$ cat src/rtl/core/llpm_pkg.sv
`default_nettype none
package llpm_pkg;

	localparam int LLPM_POOL_CELLS = 16;

	localparam logic [2:0] OP_INS_HEAD  = 3'd0;
	localparam logic [2:0] OP_INS_TAIL  = 3'd1;
	localparam logic [2:0] OP_INS_SORT  = 3'd2;
	localparam logic [2:0] OP_DEL_FIRST = 3'd3;
	localparam logic [2:0] OP_DEL_ALL   = 3'd4;
	localparam logic [2:0] OP_DUMP      = 3'd5;

	localparam logic [1:0] ST_OK        = 2'd0;
	localparam logic [1:0] ST_FULL      = 2'd1;
	localparam logic [1:0] ST_NOT_FOUND = 2'd2;
	localparam logic [1:0] ST_EMPTY     = 2'd3;

	localparam logic [1:0] MODE_HOLD    = 2'd0;
	localparam logic [1:0] MODE_WAVE    = 2'd1;
	localparam logic [1:0] MODE_COMPACT = 2'd2;
	localparam logic [1:0] MODE_ROTATE  = 2'd3;

	typedef struct packed {
		logic [2:0]         opcode;
		logic signed [31:0] value;
	} cmd_t;

	typedef struct packed {
		logic [1:0]         status;
		logic signed [31:0] data;
		logic [4:0]         removed;
		logic               last;
	} res_t;

	typedef struct packed {
		logic               vld;
		logic signed [31:0] val;
	} cell_t;

	typedef struct packed {
		logic               act;
		logic [2:0]         op;
		logic               pend;
		logic               shift;
		logic               found;
		logic signed [31:0] key;
		logic signed [31:0] carry;
	} wave_t;

	typedef struct packed {
		logic [1:0] mode;
	} ctl_t;

endpackage
`default_nettype wire

$ cat src/rtl/core/llpm_cell.sv
`default_nettype none
module llpm_cell (
	input  wire              clk,
	input  wire              arst_n,
	input  llpm_pkg::ctl_t   ctl,
	input  llpm_pkg::wave_t  lpkt,
	input  wire              lvld,
	input  llpm_pkg::cell_t  rcell,
	output llpm_pkg::cell_t  st,
	output llpm_pkg::wave_t  rpkt,
	output logic             hit
);
	import llpm_pkg::*;

	cell_t st_q, nxt;
	wave_t pkt_q, npkt;
	logic  take;

	always_comb begin
		nxt  = st_q;
		npkt = lpkt;
		hit  = 1'b0;
		take = 1'b0;
		unique case (ctl.mode)
			MODE_WAVE: begin
				if (lpkt.act) begin
					if (lpkt.op == OP_DEL_FIRST || lpkt.op == OP_DEL_ALL) begin
						if (st_q.vld && st_q.val == lpkt.key &&
						    (lpkt.op == OP_DEL_ALL || !lpkt.found)) begin
							nxt.vld    = 1'b0;
							hit        = 1'b1;
							npkt.found = 1'b1;
						end
					end else if (lpkt.pend) begin
						take = !st_q.vld || lpkt.op == OP_INS_HEAD ||
						       (lpkt.op == OP_INS_SORT && !(st_q.val < lpkt.key));
						if (take) begin
							nxt.vld    = 1'b1;
							nxt.val    = lpkt.key;
							npkt.pend  = 1'b0;
							npkt.shift = st_q.vld;
							npkt.carry = st_q.val;
						end
					end else if (lpkt.shift) begin
						nxt.vld    = 1'b1;
						nxt.val    = lpkt.carry;
						npkt.shift = st_q.vld;
						npkt.carry = st_q.val;
					end
				end
			end
			MODE_COMPACT: begin
				if (!st_q.vld) begin
					nxt = rcell;
				end else if (!lvld) begin
					nxt.vld = 1'b0;
				end
			end
			MODE_ROTATE: begin
				nxt = rcell;
			end
			MODE_HOLD: begin
			end
			default: begin
			end
		endcase
		npkt.act = lpkt.act && ctl.mode == MODE_WAVE;
	end

	always_ff @(posedge clk or negedge arst_n) begin
		if (!arst_n) begin
			st_q  <= '0;
			pkt_q <= '0;
		end else begin
			st_q  <= nxt;
			pkt_q <= npkt;
		end
	end

	assign st   = st_q;
	assign rpkt = pkt_q;

endmodule
`default_nettype wire

$ cat src/rtl/core/linked_list_pool_manager.sv
`default_nettype none
// Ordered list of signed 32-bit values held compacted in a row of POOL_CELLS cells, in list
// order. An insert sends a wave down the row, one cell per cycle; a delete takes the same
// wave and, when something was removed, is followed by compaction; a dump rotates the row
// once, one element per cycle while the result side takes items. A full pool or an empty
// dump goes straight to the response. One command is worked on at a time.
module linked_list_pool_manager #(
	parameter int POOL_CELLS = llpm_pkg::LLPM_POOL_CELLS
) (
	input  wire            clk,
	input  wire            arst_n,
	input  wire            cmd_valid,
	output logic           cmd_stall,
	input  llpm_pkg::cmd_t cmd,
	output logic           res_valid,
	input  wire            res_stall,
	output llpm_pkg::res_t res
);
	import llpm_pkg::*;

	localparam int KW = $clog2(POOL_CELLS);
	localparam int RW = $clog2(POOL_CELLS + 1);
	localparam logic [KW-1:0] K_LAST = KW'(POOL_CELLS - 1);
	localparam logic [KW-1:0] K_CMP  = KW'(POOL_CELLS - 2);

	localparam logic [2:0] S_IDLE = 3'd0;
	localparam logic [2:0] S_WAVE = 3'd1;
	localparam logic [2:0] S_CMP  = 3'd2;
	localparam logic [2:0] S_ROT  = 3'd3;
	localparam logic [2:0] S_RESP = 3'd4;

	logic [2:0]      state_q;
	logic [KW-1:0]   k_q;
	logic [RW-1:0]   rem_q;
	logic [1:0]      rstat_q;
	logic [2:0]      op_q;
	wave_t           inj_q;
	logic            ovld_q;
	res_t            out_q;

	cell_t           cells [POOL_CELLS];
	wave_t           pkts  [POOL_CELLS];
	logic [POOL_CELLS-1:0] hits, vlds;
	ctl_t            ctl;
	logic            can_emit, step, emit_dump, resp_fire;

	assign can_emit  = !ovld_q || !res_stall;
	assign step      = state_q == S_ROT && (!cells[0].vld || can_emit);
	assign emit_dump = step && cells[0].vld;
	assign resp_fire = state_q == S_RESP && can_emit;
	assign cmd_stall = state_q != S_IDLE;

	always_comb begin
		ctl.mode = MODE_HOLD;
		if (state_q == S_WAVE) begin
			ctl.mode = MODE_WAVE;
		end else if (state_q == S_CMP) begin
			ctl.mode = MODE_COMPACT;
		end else if (step) begin
			ctl.mode = MODE_ROTATE;
		end
	end

	genvar gi;
	generate
		for (gi = 0; gi < POOL_CELLS; gi++) begin : g_cell
			wave_t lp;
			logic  lv;
			cell_t rc;
			if (gi == 0) begin : g_first
				assign lp = inj_q;
				assign lv = 1'b1;
			end else begin : g_mid
				assign lp = pkts[gi-1];
				assign lv = cells[gi-1].vld;
			end
			if (gi == POOL_CELLS - 1) begin : g_end
				assign rc = (ctl.mode == MODE_ROTATE) ? cells[0] : '0;
			end else begin : g_inner
				assign rc = cells[gi+1];
			end
			llpm_cell u_cell (
				.clk   (clk),
				.arst_n(arst_n),
				.ctl   (ctl),
				.lpkt  (lp),
				.lvld  (lv),
				.rcell (rc),
				.st    (cells[gi]),
				.rpkt  (pkts[gi]),
				.hit   (hits[gi])
			);
			assign vlds[gi] = cells[gi].vld;
		end
	endgenerate

	always_ff @(posedge clk or negedge arst_n) begin
		if (!arst_n) begin
			state_q <= S_IDLE;
			k_q     <= '0;
			rem_q   <= '0;
			rstat_q <= ST_OK;
			op_q    <= OP_INS_HEAD;
			inj_q   <= '0;
		end else begin
			unique case (state_q)
				S_IDLE: begin
					if (cmd_valid) begin
						op_q  <= cmd.opcode;
						rem_q <= '0;
						if (cmd.opcode == OP_INS_HEAD || cmd.opcode == OP_INS_TAIL ||
						    cmd.opcode == OP_INS_SORT) begin
							if (cells[POOL_CELLS-1].vld) begin
								rstat_q <= ST_FULL;
								state_q <= S_RESP;
							end else begin
								inj_q   <= '{act: 1'b1, op: cmd.opcode, pend: 1'b1,
								             shift: 1'b0, found: 1'b0, key: cmd.value,
								             carry: '0};
								state_q <= S_WAVE;
							end
						end else if (cmd.opcode == OP_DEL_FIRST ||
						             cmd.opcode == OP_DEL_ALL) begin
							inj_q   <= '{act: 1'b1, op: cmd.opcode, pend: 1'b0,
							             shift: 1'b0, found: 1'b0, key: cmd.value,
							             carry: '0};
							state_q <= S_WAVE;
						end else if (cmd.opcode == OP_DUMP) begin
							k_q <= '0;
							if (!cells[0].vld) begin
								rstat_q <= ST_EMPTY;
								state_q <= S_RESP;
							end else begin
								state_q <= S_ROT;
							end
						end
					end
				end
				S_WAVE: begin
					inj_q.act <= 1'b0;
					rem_q <= rem_q + RW'(|hits);
					if (pkts[POOL_CELLS-1].act) begin
						k_q <= '0;
						if (op_q != OP_DEL_FIRST && op_q != OP_DEL_ALL) begin
							rstat_q <= ST_OK;
							state_q <= S_RESP;
						end else if (rem_q == '0) begin
							rstat_q <= ST_NOT_FOUND;
							state_q <= S_RESP;
						end else begin
							rstat_q <= ST_OK;
							state_q <= S_CMP;
						end
					end
				end
				S_CMP: begin
					k_q <= k_q + 1'b1;
					if (k_q == K_CMP) begin
						state_q <= S_RESP;
					end
				end
				S_ROT: begin
					if (step) begin
						k_q <= k_q + 1'b1;
						if (k_q == K_LAST) begin
							state_q <= S_IDLE;
						end
					end
				end
				S_RESP: begin
					if (can_emit) begin
						state_q <= S_IDLE;
					end
				end
				default: begin
					state_q <= S_IDLE;
				end
			endcase
		end
	end

	always_ff @(posedge clk or negedge arst_n) begin
		if (!arst_n) begin
			ovld_q <= 1'b0;
		end else if (can_emit) begin
			ovld_q <= resp_fire || emit_dump;
		end
	end

	always_ff @(posedge clk) begin
		if (resp_fire) begin
			out_q.status  <= rstat_q;
			out_q.data    <= '0;
			out_q.removed <= (rstat_q == ST_OK) ? 5'(rem_q) : 5'd0;
			out_q.last    <= 1'b1;
		end else if (emit_dump) begin
			out_q.status  <= ST_OK;
			out_q.data    <= cells[0].val;
			out_q.removed <= 5'd0;
			out_q.last    <= (k_q == K_LAST) || !cells[1].vld;
		end
	end

	assign res_valid = ovld_q;
	assign res       = out_q;

	a_compact : assert property (@(posedge clk) disable iff (!arst_n)
		(state_q == S_IDLE) |-> ((vlds & ~{vlds[POOL_CELLS-2:0], 1'b1}) == '0))
		else $error("cells not compacted while idle");

	a_busy : assert property (@(posedge clk) disable iff (!arst_n)
		(cmd_valid && !cmd_stall && cmd.opcode <= OP_DUMP)
		|=> (state_q != S_IDLE))
		else $error("accepted command did not start work");

	a_wave_only : assert property (@(posedge clk) disable iff (!arst_n)
		(|hits) |-> (state_q == S_WAVE))
		else $error("cell removed outside a wave");

endmodule
`default_nettype wire
$ cat config.mk
export PLATFORM = sky130hd
export DESIGN_NAME = linked_list_pool_manager
export DESIGN_NICKNAME = d
export VERILOG_FILES = /design/src/rtl/core/llpm_pkg.sv /design/src/rtl/core/llpm_cell.sv /design/src/rtl/core/linked_list_pool_manager.sv
export SDC_FILE = /design/constraint.sdc
export NUM_CORES = 2
export LEC_CHECK = 0
export ABC_AREA = 1
export ABC_CLOCK_PERIOD_IN_PS = 4250
export BUFFER_PORTS_ARGS = -buffer_cell sky130_fd_sc_hd__clkbuf_2
export CORE_MARGIN = 2
export CORE_UTILIZATION = 30
export CTS_BUF_LIST = sky130_fd_sc_hd__clkbuf_8
export DETAILED_ROUTE_END_ITERATION = 12
export GPL_TIMING_DRIVEN = 0
export PLACE_DENSITY = 0.56
export SLEW_MARGIN = 30
export SYNTH_ARGS = -nofsm -noshare
export SYNTH_HDL_FRONTEND = slang
export SYNTH_HIERARCHICAL = 1
export SYNTH_SLANG_ARGS = --single-unit
$ cat constraint.sdc
create_clock -name clk -period 4.25 [get_ports clk]
set_clock_uncertainty 0.05 [all_clocks]
set_input_delay 0.85 -clock clk [delete_from_list [all_inputs] [get_ports clk]]
set_output_delay 0.85 -clock clk [all_outputs]
set_load 0.005 [all_outputs]
==> impl_metrics.tcl <==
set metrics [dict create \
    outcome "finished, final reports clean" \
    numCtsBuffers 313 \
    antenna_found_initial 7 \
    power_mw 91.98 \
    drt_pass1_iterations 7 \
    htree_levels 5 \
    min_path_type "in -> reg" \
    detail_route.wl_per_cell_um 19.89 \
    p_comb_share_pct 45.6 \
    worstPathArrival_ns 4.89 \
    num_io_pins 81 \
    numPortBuffers 80 \
    slew_violations 0 \
    cp.buffers_inverters 6 \
    switching_share_pct 48.92 \
    clk_pin_slew_worst_paths_ns 0.07 \
    crit_path_cell_trace "inv_1 > nand3_2 > nor2_4 > clkinv_4 > nand2_8 > buf_12 > buf_4 > nor2_1 > inv_1 > nor2_1 > nand2_1 > nor2_1 > nor4_4 > nand4_1 > ha_1 > ha_1 > nand2_1 > inv_1 > o32ai_1" \
    power_frac_seq_pct 35.8 \
    critPathMaxFanout 19 \
    via_per_inst 5.001 \
    p_leak_nw 55.39 \
    fin_ws_ns 0.2088 \
    drtAntennaViolNets 0 \
    area_growth_pct 14.43 \
    crit_family "simple AND/OR/NAND/NOR gates" \
    fin_crit_ns 4.041 \
    layoutNonFillerInstCount 17971 \
    gp_congestion 0.9308 \
    maxCapViolCount 0 \
    coreArea_um2 326900 \
    hold_viol 0 \
    slowest_delay_ns 0.52 \
    p_sw_mw 45.00 \
    row_count 210 \
    crit_type "reg -> reg" \
    p_per_area_nw_per_um2 817.2 \
    synthCells 12837 \
    nets 13947 \
    intPower_mw 46.98 \
    max_clock_freq_mhz 247.5 \
    drive_above_1_share_pct 9.692 \
    yosysWarnings 6 \
    ir_drop_uv 280.6 \
    die_h_um 576.6 \
    slowest_stage "nor4_4" \
    syn_area_um2 98370 \
    grt_usage_pct 20.92 \
    grt_pass1_vias 83149 \
    post-dp-hpwl_um 277600 \
    avgSynthCellArea_um2 7.663 \
    hold_slack_ns 0.07934 \
    overflow 0 \
    cp-start-kind "register" \
    initial_core_util_pct 30.09 \
    cts_tree "yes" \
    cp_data_required_time_ns 5.10 \
    cp-end-kind "register" \
    setup_viol 0 \
    cts_root_buffer "clkbuf_8" \
    worst_pin_slew_ns 1.006 \
    initialDrtViolationCount 9945 \
    max_slew_margin_pct 32.96 \
    insertion_delay_ns 0.99 \
    grt_pass1_wl_um 535400 \
    drc 0 \
    vias 89879 \
    clock_path_buffers 4 \
    power_frac_clock_pct 18.5 \
    routed_wl_um 357500 \
    pre_cts_slack_ns -1.136 \
    die-area_um2 332500 \
    grt_max_degree 79 \
    placed_cells 17388 \
    final.period_utilization_pct 95.09 \
    clock-sinks 1689 \
    die_x_um 576.6 \
]
==> final timing paths <==
kind	from	to	slack [ns]	cells past startpoint
max in group asynchronous	arst_n	g_cell[13].u_cell/rpkt[47]$_DFF_PN0_	0.68	9
min in group asynchronous	arst_n	g_cell[6].u_cell/rpkt[50]$_DFF_PN0_	0.43	2
min reg2reg	g_cell[12].u_cell/rpkt[33]$_DFF_PN0_	g_cell[13].u_cell/rpkt[33]$_DFF_PN0_	0.35	0
max reg2reg	state_q[2]$_DFFE_PN0P_	rem_q[2]$_DFFE_PN0P_	0.21	19
min	cmd[12]	g_cell[0].lp[44]$_DFFE_PN0P_	0.08	3
max	state_q[2]$_DFFE_PN0P_	rem_q[2]$_DFFE_PN0P_	0.21	19
==> stage by stage <==
stage / utilization [%] / TNS [ns] / instance area [um2]
2_1_floorplan: - / 0 / 98730
3_3_place_gp: 31.99 / - / 104600
6_report: 34.44 / 0 / 112600
4_1_cts: 34.39 / -0.01317 / 112400
3_5_place_dp: 32.22 / -14.28 / 105300
5_1_grt: 34.44 / -0.02536 / 112600
==> per-layer routing <==
metal  vias to the layer above  GRT usage, %  wire length, um
met4                         2         5.764             9266
met5                         -             0               10
met1                     42859         28.93           155900
met3                       563         3.308            27810
li1                      42747             -                -
met2                      3708         33.73           164600
==> cell usage in the layout, fill, tap and decap left out, types with 125 or more instances in the layout <==
cell	count
clkbuf_1	370
nor2_1	406
ha_1	516
o21ai_2	196
nand4_1	189
o21ai_1	192
clkbuf_8	401
inv_1	1556
dfrtp_1	1648
mux2i_1	212
nand2_2	125
a21oi_1	1449
nand2_1	3773
nand3_1	755
o21ai_0	790
==> power by group through the flow <==
stage | clock network (mW) | registers (mW) | logic (mW)
2_1_floorplan | 0 | 27.4 | 30.4
3_3_place_gp | 0 | 33.3 | 39.9
3_5_place_dp | 0 | 33.3 | 40.5
4_1_cts | 17.5 | 33.1 | 40.9
5_1_grt | 18.3 | 33.6 | 47.0
6_report | 17.1 | 32.9 | 42.0
==> final cells by class <==
cell class | instances | area, um2
inverters | 1538 | 5778
fillers | 34462 | 214300
clock inverters | 142 | 1210
plain buffers | 665 | 3396
repair buffers | 139 | 1436
well taps | 4346 | 5438
diodes | 6 | 15.01
clock buffers | 400 | 5505
multi-input cells | 9046 | 47650
flip-flops and latches | 1689 | 42140
==> timing repair <==
item	in CTS	in global routing
gates cloned	2	1
hold buffers	27	0
setup endpoints to repair	5	4
gates resized for setup	18	20
endpoints found under the hold margin	81	0
buffers inserted	1	4
pin swaps	5	1
==> worst reg2reg max path, cell delays in order (launching register included) <==
cell	delay (ns)
dfrtp_1	0.45
inv_1	0.14
nand3_2	0.14
nor2_4	0.19
clkinv_4	0.16
nand2_8	0.12
buf_12	0.19
buf_4	0.28
nor2_1	0.11
inv_1	0.08
nor2_1	0.08
nand2_1	0.06
nor2_1	0.08
nor4_4	0.52
nand4_1	0.35
ha_1	0.33
ha_1	0.20
nand2_1	0.08
inv_1	0.05
o32ai_1	0.29
==> registers in the layout, indices dropped and copies added (netlist names) <==
| name | cells |
|---|---|
| g_cell.u_cell/rpkt | 1066 |
| g_cell.u_cell/st | 528 |
| res | 40 |
| g_cell.lp | 37 |
| rem_q | 5 |
| k_q | 4 |
| op_q | 3 |
| state_q | 3 |
| rstat_q | 2 |
| res_valid | 1 |
No activity file was read; power rests on OpenSTA's default activity.
